--- src/rtl/qesc_pkg.sv ---
// ----------------------------------------------------------------------------
// qesc_pkg: shared types and constants of the four-channel ESC pulse generator
// Item modes, register indexes, widths and reset values used by the top level
// and the per-motor channel.
// ----------------------------------------------------------------------------
package qesc_pkg;

  localparam int unsigned MotorCount  = 4;
  localparam int unsigned ValueFields = 4;
  localparam int unsigned TickWidth   = 16;
  localparam int unsigned RegWidth    = 16;
  localparam int unsigned ValueWidth  = 16;
  localparam int unsigned TargetWidth = 3;
  localparam int unsigned CfgAddrWidth = 2;

  localparam logic [RegWidth-1:0] PeriodTicksReset = RegWidth'(6000);
  localparam logic [RegWidth-1:0] MinTicksReset    = RegWidth'(1500);
  localparam logic [RegWidth-1:0] MaxTicksReset    = RegWidth'(3000);

  // Stop target that addresses every motor at once
  localparam logic [TargetWidth-1:0] StopAll = TargetWidth'(4);

  typedef enum logic [1:0] {
    MODE_TICK  = 2'd0,
    MODE_SET   = 2'd1,
    MODE_ALTER = 2'd2,
    MODE_STOP  = 2'd3
  } mode_e;

  typedef enum logic [CfgAddrWidth-1:0] {
    REG_PERIOD_TICKS = 2'd0,
    REG_MIN_TICKS    = 2'd1,
    REG_MAX_TICKS    = 2'd2
  } cfg_reg_e;

  // Controls shared by all channels for the item being processed
  typedef struct packed {
    logic                 advance;
    mode_e                mode;
    logic                 wrap;
    logic [TickWidth-1:0] count;
  } chan_ctrl_t;

endpackage

--- src/rtl/qesc_chan.sv ---
// ----------------------------------------------------------------------------
// qesc_chan: one motor channel
// Holds the setpoint, the active compare and the pulse level of one motor and
// works out their next values for the item at the head of the pipeline.
// ----------------------------------------------------------------------------
module qesc_chan (
  input  logic                             clk_i,
  input  logic                             rst_ni,
  input  qesc_pkg::chan_ctrl_t             ctrl_i,
  input  logic                             stop_hit_i,
  input  logic                             has_value_i,
  input  logic [qesc_pkg::ValueWidth-1:0]  value_i,
  input  logic [qesc_pkg::RegWidth-1:0]    min_ticks_i,
  input  logic [qesc_pkg::RegWidth-1:0]    max_ticks_i,
  output logic                             level_d_o,
  output logic [qesc_pkg::RegWidth-1:0]    speed_d_o
);
  import qesc_pkg::*;

  localparam int unsigned TopWidth = RegWidth + 1;
  localparam int unsigned SumWidth = RegWidth + 2;
  localparam int unsigned CmpWidth = (TickWidth > RegWidth) ? TickWidth : RegWidth;

  logic [RegWidth-1:0] setpoint_q, setpoint_d;
  logic [RegWidth-1:0] compare_q, compare_d;
  logic                level_q, level_d;

  logic signed [TopWidth-1:0] top;
  logic signed [TopWidth-1:0] speed_ext;
  logic signed [SumWidth-1:0] sum;
  logic [RegWidth:0]          set_sum;
  logic                       is_minus_one;

  assign top          = $signed({1'b0, max_ticks_i}) - $signed({1'b0, min_ticks_i});
  assign speed_ext    = $signed({1'b0, value_i});
  assign sum          = $signed({2'b00, setpoint_q}) + SumWidth'($signed(value_i));
  assign set_sum      = {1'b0, value_i} + {1'b0, min_ticks_i};
  assign is_minus_one = (value_i == '1);

  always_comb begin
    setpoint_d = setpoint_q;
    compare_d  = compare_q;
    level_d    = level_q;
    case (ctrl_i.mode)
      MODE_TICK: begin
        if (ctrl_i.wrap) begin
          compare_d = setpoint_q;
          level_d   = 1'b1;
        end
        if (CmpWidth'(compare_d) == CmpWidth'(ctrl_i.count)) begin
          level_d = 1'b0;
        end
      end
      MODE_SET: begin
        if (has_value_i && !is_minus_one) begin
          if (value_i[ValueWidth-1]) begin
            setpoint_d = min_ticks_i;
          end else if (speed_ext > top) begin
            setpoint_d = max_ticks_i;
          end else begin
            setpoint_d = set_sum[RegWidth-1:0];
          end
        end
      end
      MODE_ALTER: begin
        if (has_value_i && (value_i != '0)) begin
          if (sum < $signed({2'b00, min_ticks_i})) begin
            setpoint_d = min_ticks_i;
          end else if (sum > $signed({2'b00, max_ticks_i})) begin
            setpoint_d = max_ticks_i;
          end else begin
            setpoint_d = sum[RegWidth-1:0];
          end
        end
      end
      MODE_STOP: begin
        if (stop_hit_i) begin
          setpoint_d = min_ticks_i;
        end
      end
      default: begin
        setpoint_d = setpoint_q;
      end
    endcase
  end

  assign level_d_o = level_d;
  assign speed_d_o = setpoint_d - min_ticks_i;

  always_ff @(posedge clk_i or negedge rst_ni) begin
    if (!rst_ni) begin
      setpoint_q <= MinTicksReset;
      compare_q  <= MinTicksReset;
      level_q    <= 1'b1;
    end else if (ctrl_i.advance) begin
      setpoint_q <= setpoint_d;
      compare_q  <= compare_d;
      level_q    <= level_d;
    end
  end

endmodule

--- src/rtl/quad_esc_pulse_generator.sv ---
// ----------------------------------------------------------------------------
// quad_esc_pulse_generator: four-channel hobby-ESC pulse generator
// Period counter, per-motor compare and setpoint logic behind a stream input
// and a stream output, one result item for every input item.
// ----------------------------------------------------------------------------
// Usage:
//   Input items arrive on the s_axis channel. tuser carries the mode (tick,
//   set speeds, alter speeds, stop); tdata carries the four signed values and
//   the stop target. Each item yields exactly one result item on m_axis with
//   the pin levels, the period-start flag and the four speeds (setpoint minus
//   min_ticks) as they stand after that item.
//   Configuration (period, min and max ticks) is written through cfg_we_i,
//   cfg_addr_i and cfg_wdata_i; the user must write it only while no item
//   is in flight; the block itself does not enforce this. The item passes
//   through the input register and then the result register; a stall holds
//   it in the input register until the result slot is free.
//   Throughput: one item per cycle while m_axis_tready_i is high; the channel
//   update is a single pass of add, clamp and compare logic between registers.
//   Stall: while m_axis_tready_i is low the result holds, the input register
//   fills and then s_axis_tready_o drops; no item is lost or repeated.
//   Reset: counter to zero, all pins high, setpoints and compares to the
//   reset value of min_ticks, registers to their reset values.
// ----------------------------------------------------------------------------
module quad_esc_pulse_generator (
  input  logic                                clk_i,
  input  logic                                rst_ni,
  // configuration write port
  input  logic                                cfg_we_i,
  input  logic [qesc_pkg::CfgAddrWidth-1:0]   cfg_addr_i,
  input  logic [qesc_pkg::RegWidth-1:0]       cfg_wdata_i,
  // input items
  input  logic                                s_axis_tvalid_i,
  output logic                                s_axis_tready_o,
  // value_a[15:0], value_b[31:16], value_c[47:32], value_d[63:48],
  // stop_target[66:64], zero fill
  input  logic [71:0]                         s_axis_tdata_i,
  // mode[1:0]
  input  logic [1:0]                          s_axis_tuser_i,
  // result items
  output logic                                m_axis_tvalid_o,
  input  logic                                m_axis_tready_i,
  // pin_levels[3:0], period_start[4], speed_a[20:5], speed_b[36:21],
  // speed_c[52:37], speed_d[68:53], zero fill
  output logic [71:0]                         m_axis_tdata_o
);
  import qesc_pkg::*;

  localparam int unsigned CmpWidth = (TickWidth > RegWidth) ? TickWidth : RegWidth;

  // configuration registers
  logic [RegWidth-1:0] period_ticks_q, min_ticks_q, max_ticks_q;

  // input register
  logic                                    in_valid_q;
  mode_e                                   mode_q;
  logic [ValueFields-1:0][ValueWidth-1:0]  values_q;
  logic [TargetWidth-1:0]                  target_q;

  // period counter
  logic [TickWidth-1:0] count_q, count_inc, count_next;
  logic                 wrap;

  // result register
  logic                                    out_valid_q;
  logic [ValueFields-1:0]                  pins_q, pins_d;
  logic                                    start_q;
  logic [ValueFields-1:0][RegWidth-1:0]    speeds_q, speeds_d;

  logic                                    advance;
  logic                                    s_accept;
  chan_ctrl_t                              ctrl;
  logic [MotorCount-1:0]                   levels_d;
  logic [MotorCount-1:0][RegWidth-1:0]     chan_speed;

  // Move the held item into the result register when the result slot is free
  assign advance         = in_valid_q && (!out_valid_q || m_axis_tready_i);
  assign s_axis_tready_o = !in_valid_q || advance;
  assign s_accept        = s_axis_tvalid_i && s_axis_tready_o;

  // Configuration writes
  always_ff @(posedge clk_i or negedge rst_ni) begin
    if (!rst_ni) begin
      period_ticks_q <= PeriodTicksReset;
      min_ticks_q    <= MinTicksReset;
      max_ticks_q    <= MaxTicksReset;
    end else if (cfg_we_i) begin
      unique case (cfg_addr_i)
        REG_PERIOD_TICKS: period_ticks_q <= cfg_wdata_i;
        REG_MIN_TICKS:    min_ticks_q    <= cfg_wdata_i;
        REG_MAX_TICKS:    max_ticks_q    <= cfg_wdata_i;
        default: ;  // unused index: drop the write
      endcase
    end
  end

  // Input register: load on acceptance, drop once the item has moved on
  always_ff @(posedge clk_i or negedge rst_ni) begin
    if (!rst_ni) begin
      in_valid_q <= 1'b0;
    end else if (s_accept) begin
      in_valid_q <= 1'b1;
    end else if (advance) begin
      in_valid_q <= 1'b0;
    end
  end

  always_ff @(posedge clk_i) begin
    if (s_accept) begin
      mode_q   <= mode_e'(s_axis_tuser_i);
      values_q <= s_axis_tdata_i[ValueFields*ValueWidth-1:0];
      target_q <= s_axis_tdata_i[ValueFields*ValueWidth +: TargetWidth];
    end
  end

  // Period counter: wrap on overflow or once the period is reached
  assign count_inc  = count_q + TickWidth'(1);
  assign wrap       = (mode_q == MODE_TICK) &&
                      ((count_inc == '0) || (CmpWidth'(count_inc) >= CmpWidth'(period_ticks_q)));
  assign count_next = wrap ? '0 : count_inc;

  always_ff @(posedge clk_i or negedge rst_ni) begin
    if (!rst_ni) begin
      count_q <= '0;
    end else if (advance && (mode_q == MODE_TICK)) begin
      count_q <= count_next;
    end
  end

  assign ctrl.advance = advance;
  assign ctrl.mode    = mode_q;
  assign ctrl.wrap    = wrap;
  assign ctrl.count   = count_next;

  for (genvar i = 0; i < MotorCount; i++) begin : g_chan
    logic                  stop_hit;
    logic                  has_value;
    logic [ValueWidth-1:0] value;

    assign stop_hit = (target_q == StopAll) || (target_q == TargetWidth'(i));
    if (i < ValueFields) begin : g_val
      assign has_value = 1'b1;
      assign value     = values_q[i];
    end else begin : g_noval
      assign has_value = 1'b0;
      assign value     = '0;
    end

    qesc_chan u_chan (
      .clk_i       (clk_i),
      .rst_ni      (rst_ni),
      .ctrl_i      (ctrl),
      .stop_hit_i  (stop_hit),
      .has_value_i (has_value),
      .value_i     (value),
      .min_ticks_i (min_ticks_q),
      .max_ticks_i (max_ticks_q),
      .level_d_o   (levels_d[i]),
      .speed_d_o   (chan_speed[i])
    );
  end

  // Only the first four motors appear in the result; absent ones read zero
  for (genvar i = 0; i < ValueFields; i++) begin : g_out
    if (i < MotorCount) begin : g_on
      assign pins_d[i]   = levels_d[i];
      assign speeds_d[i] = chan_speed[i];
    end else begin : g_off
      assign pins_d[i]   = 1'b0;
      assign speeds_d[i] = '0;
    end
  end

  // Result register: hold while stalled
  always_ff @(posedge clk_i or negedge rst_ni) begin
    if (!rst_ni) begin
      out_valid_q <= 1'b0;
    end else if (advance) begin
      out_valid_q <= 1'b1;
    end else if (m_axis_tready_i) begin
      out_valid_q <= 1'b0;
    end
  end

  always_ff @(posedge clk_i) begin
    if (advance) begin
      pins_q   <= pins_d;
      start_q  <= wrap;
      speeds_q <= speeds_d;
    end
  end

  assign m_axis_tvalid_o = out_valid_q;
  assign m_axis_tdata_o  = {3'b000, speeds_q, start_q, pins_q};

  // A stalled result must block the pipeline
  a_stall_blocks: assert property (@(posedge clk_i) disable iff (!rst_ni)
    out_valid_q && !m_axis_tready_i |-> !advance)
    else $error("item advanced over a stalled result");

  // A wrap leaves the counter at zero
  a_wrap_clears: assert property (@(posedge clk_i) disable iff (!rst_ni)
    advance && wrap |=> count_q == '0)
    else $error("counter not cleared on wrap");

  // Only tick items move the counter or raise period_start
  a_cmd_no_tick: assert property (@(posedge clk_i) disable iff (!rst_ni)
    advance && (mode_q != MODE_TICK) |=> $stable(count_q) && !start_q)
    else $error("command item touched the period counter");

  // Every item moved into the result register shows as a valid result in the next cycle
  a_result_follows: assert property (@(posedge clk_i) disable iff (!rst_ni)
    advance |=> out_valid_q)
    else $error("result missing after advance");

endmodule

--- config.mk ---
export PLATFORM = sky130hd
export DESIGN_NAME = quad_esc_pulse_generator
export DESIGN_NICKNAME = d
export VERILOG_FILES = /design/src/rtl/qesc_pkg.sv /design/src/rtl/qesc_chan.sv /design/src/rtl/quad_esc_pulse_generator.sv
export SDC_FILE = /design/constraint.sdc
export NUM_CORES = 2
export LEC_CHECK = 0
export ABC_AREA = 1
export BUFFER_PORTS_ARGS = -buffer_cell sky130_fd_sc_hd__clkbuf_2
export CAP_MARGIN = 20
export CORE_ASPECT_RATIO = 1.1
export CORE_MARGIN = 5
export CORE_UTILIZATION = 55
export DETAILED_ROUTE_END_ITERATION = 12
export GPL_TIMING_DRIVEN = 0
export PLACE_DENSITY_LB_ADDON = 0.15
export SETUP_SLACK_MARGIN = 0.02
export SYNTH_ARGS = -nofsm -noshare
export SYNTH_HDL_FRONTEND = slang
export SYNTH_SLANG_ARGS = --single-unit
export TNS_END_PERCENT = 10
--- constraint.sdc ---
create_clock -name clk_i -period 10.4 [get_ports clk_i]
set_input_delay 0.52 -clock clk_i [delete_from_list [all_inputs] [get_ports clk_i]]
set_output_delay 0.52 -clock clk_i [all_outputs]
set_load 0.01 [all_outputs]
==> metrics.yaml <==
synth:
  synth.distinct_cells: 55
  syn_area_um2: 35590
  synth_cells: 5315
  ys.flop_type: "edfxtp_1"
  synth.ff_latch_count: 336
  yosys_warnings: 0
  synth_edf_count: 138
  ys_async_sr_fraction_pct: 58.93
  postSynthAreaPerCell_um2: 6.696
  synth-seq-area-share_pct: 25.85
place:
  dp_hpwl_mm: 125.7
  post-place-ws_ns: 0.8236
  port_buffers: 162
  finalWeightedCongestion: 1.049
floorplan:
  die_w_um: 252.5
  die-area_um2: 69900
  ioPinCount: 171
  placementRows: 97
  die_h_um: 276.8
  core_area_um2: 63960
  start_util_pct: 55.64
setup_path:
  cp-end-kind: "flop"
  worst_path_max_delay_cell: "clkbuf_1"
  crit_type: "reg -> reg"
  worstSetupStartpointType: "flop"
  crit_top_cell: "nand2_1"
  cp_max_fo: 10
  arrival_ns: 10.48
  r2r_cells: 42
  slowest_delay_ns: 0.95
  critPathRequiredTime_ns: 10.78
power_and_ir_drop:
  p_sw_uw: 6254
  irDropWorstVdd_uv: 186.5
  power_frac_clock_pct: 13.0
  seqPwrFrac_pct: 21.6
  p_int_uw: 5230
  comb_power_share_pct: 65.4
  p_leak_uw: 0.01986
  power.density_nw_per_um2: 293.0
  switching_share_pct: 54.46
global_routing:
  grt_pass1_wl_mm: 227.7
  grt_start_max_net_pins: 101
  first_global_vias: 35410
  track_usage_pct: 43.38
  antenna_found_initial: 4
  overflow: 0
drt:
  detail_route.iter0.violations: 5557
  wl_per_cell_um: 24.70
  route.antenna.remaining_nets: 0
  num_vias: 39320
  viasPerCell: 6.133
  drt_wl_total_mm: 158.4
  drcViolationCount: 0
  drtPass1Iterations: 9
finish:
  area_delta_synth_final_pct: 10.13
  regArea_um2: 9200
  utilization_pct: 61.28
  final_nets: 6057
  final.fill_count: 6118
  drive_gt1_share_pct: 7.236
  multi_input_area_um2: 23010
cts:
  cts_resized: 0
  cts_hold_buffers: 0
  clock_sinks: 336
  clock_path_buffers: 3
  clk_pin_slew_ns: 0.06
  numCtsBuffers: 41
  tritoncts: "yes"
  post_cts_buffers: 0
  clock-root-buffer: "clkbuf_16"
  htreeDepth: 2
  insertion_delay_ns: 0.61
sta:
  slew_violations: 0
  timing.final.crit_share_pct: 97.09
  fin_skew_ns: 0.03572
  tightest_slew_ns: 1.319
  slew_headroom_pct: 12.10
  layout_setup_ws_ns: 0.3027
  finalSetupViolations: 0
  hold_viol: 0
  finalCriticalPeriod_ns: 10.10
  grt_setup_unrepaired: "false"
  max_freq_mhz: 99.04
  finalSetupTns_ns: 0
min_path:
  hold_path.class: "in -> async"
run_status:
  status: "completed"
run:
  max-cap-violations: 0
-- sequential cells by signal (all words and copies together), names as in the netlist, 3 cells and up --
| name | count |
|---|---|
| g_chan.value | 64 |
| target_q | 3 |
| g_chan.u_chan.compare_q | 64 |
| m_axis_tdata_o | 64 |
| g_chan.u_chan.level_q | 4 |
| max_ticks_q | 16 |
| period_ticks_q | 16 |
| min_ticks_q | 16 |
| g_chan.u_chan.setpoint_q | 64 |
| pins_q | 4 |
| count_q | 16 |
-- layer usage --
layer / up-vias / wire length, um / global-route usage, %
li1: 18210 / - / -
met1: 17830 / 58640 / 56.79
met2: 2669 / 65120 / 64.08
met3: 614 / 21410 / 10.59
met4: 2 / 13220 / 27.34
met5: - / 7 / 0
-- cell type report --
cell class | count | area share [%]
clock buffers | 51 | 2.793
multi-input cells | 4105 | 58.72
well taps | 841 | 2.685
inverters | 692 | 6.634
plain buffers | 184 | 2.018
flip-flops and latches | 336 | 23.47
diodes | 2 | 0.01277
repair buffers | 177 | 3.030
clock inverters | 24 | 0.6353
-- stage by stage --
stage	instance area (um2)	power, uW	hold slack [ns]	instances
after floorplan	35600	7178	0.2244	5317
after CTS	39170	11150	0.07116	6409
final	39190	11480	0.02680	6412
after global placement	37460	9491	0.4559	6320
after detailed placement	37830	9633	0.4578	6334
after global routing	39190	12260	0.08213	6410
-- critical path, delay by kind of cell, from the launching register on --
kind | cells | cell delay, ns
buf+inv | 5 | 2.39
xor+xnor | 2 | 1.05
simple gates | 15 | 1.21
fa+ha+maj | 3 | 1.02
compound gates | 17 | 3.48
flops | 1 | 0.68
-- power groups by stage --
stage | logic, uW | registers, uW | clock network [uW]
floorplan | 4950 | 2230 | 0
global placement | 7050 | 2450 | 0
detailed placement | 7190 | 2440 | 0
CTS | 7230 | 2420 | 1490
global route | 8250 | 2470 | 1550
finish | 7510 | 2480 | 1490
-- cells in the final DEF (no fill, tap or decap), drive strengths merged, types with 5 or more instances in the layout --
master and n:
nand3b 47, xnor2 40, nand4 53, o211ai 36, o21a 6, nand2 1499, nor4 19, dfrtp 117
o31ai 5, dfstp 81, edfxtp 138, clkinvlp 9, a21o 17, xor2 133, o22ai 5, nor2 276
fa 13, o21ai 526, or2 5, a31oi 69, a21oi 456, a21boi 13, buf 57, nor3 54
clkinv 20, nand3 364, a211oi 22, ha 410, o21bai 18, inv 684, clkbuf 355
-- synth_stat cells (all sizes together) (40+ instances only) --
| cell | count | area share (%) |
|---|---|---|
| nand2 | 1499 | 16 |
| ha | 410 | 14 |
| a31oi | 69 | 1.2 |
| inv | 683 | 7.2 |
| nand3b | 47 | 0.99 |
| o21ai | 526 | 7.4 |
| a21oi | 456 | 6.5 |
| buf | 42 | 0.71 |
| nor3 | 54 | 0.88 |
| nand4 | 53 | 0.93 |
| dfstp | 81 | 6.0 |
| nor2 | 276 | 3.0 |
| clkbuf | 142 | 1.5 |
| xnor2 | 40 | 0.98 |
| xor2 | 133 | 3.3 |
| dfrtp | 117 | 8.2 |
| edfxtp | 138 | 12 |
| nand3 | 364 | 5.2 |
-- cell families after synthesis --
| logic type | after synthesis | synth area share, % |
|---|---|---|
| compound gates | 1182 | 17.91 |
| xor+xnor | 173 | 4.258 |
| fa+ha+maj | 423 | 15.15 |
| buf+inv | 876 | 9.506 |
| flops | 336 | 25.85 |
| other cells | 1 | 0.01054 |
| simple gates | 2324 | 27.32 |
-- final timing paths --
kind                                     startpoint                              to  slack [ns]
setup / recovery                     min_ticks_q[6]              m_axis_tdata_o[34]        0.30
hold / removal                               rst_ni                     count_q[14]        0.03
setup reg to reg                     min_ticks_q[6]              m_axis_tdata_o[34]        0.30
hold reg to reg            g_chan[1].u_chan.level_q        g_chan[1].u_chan.level_q        0.47
max in group asynchronous                    rst_ni  g_chan[0].u_chan.setpoint_q[1]        9.26
min in group clk_i               s_axis_tdata_i[54]              g_chan[3].value[6]        0.08
Note: power is estimated with default switching activity, not from simulation.
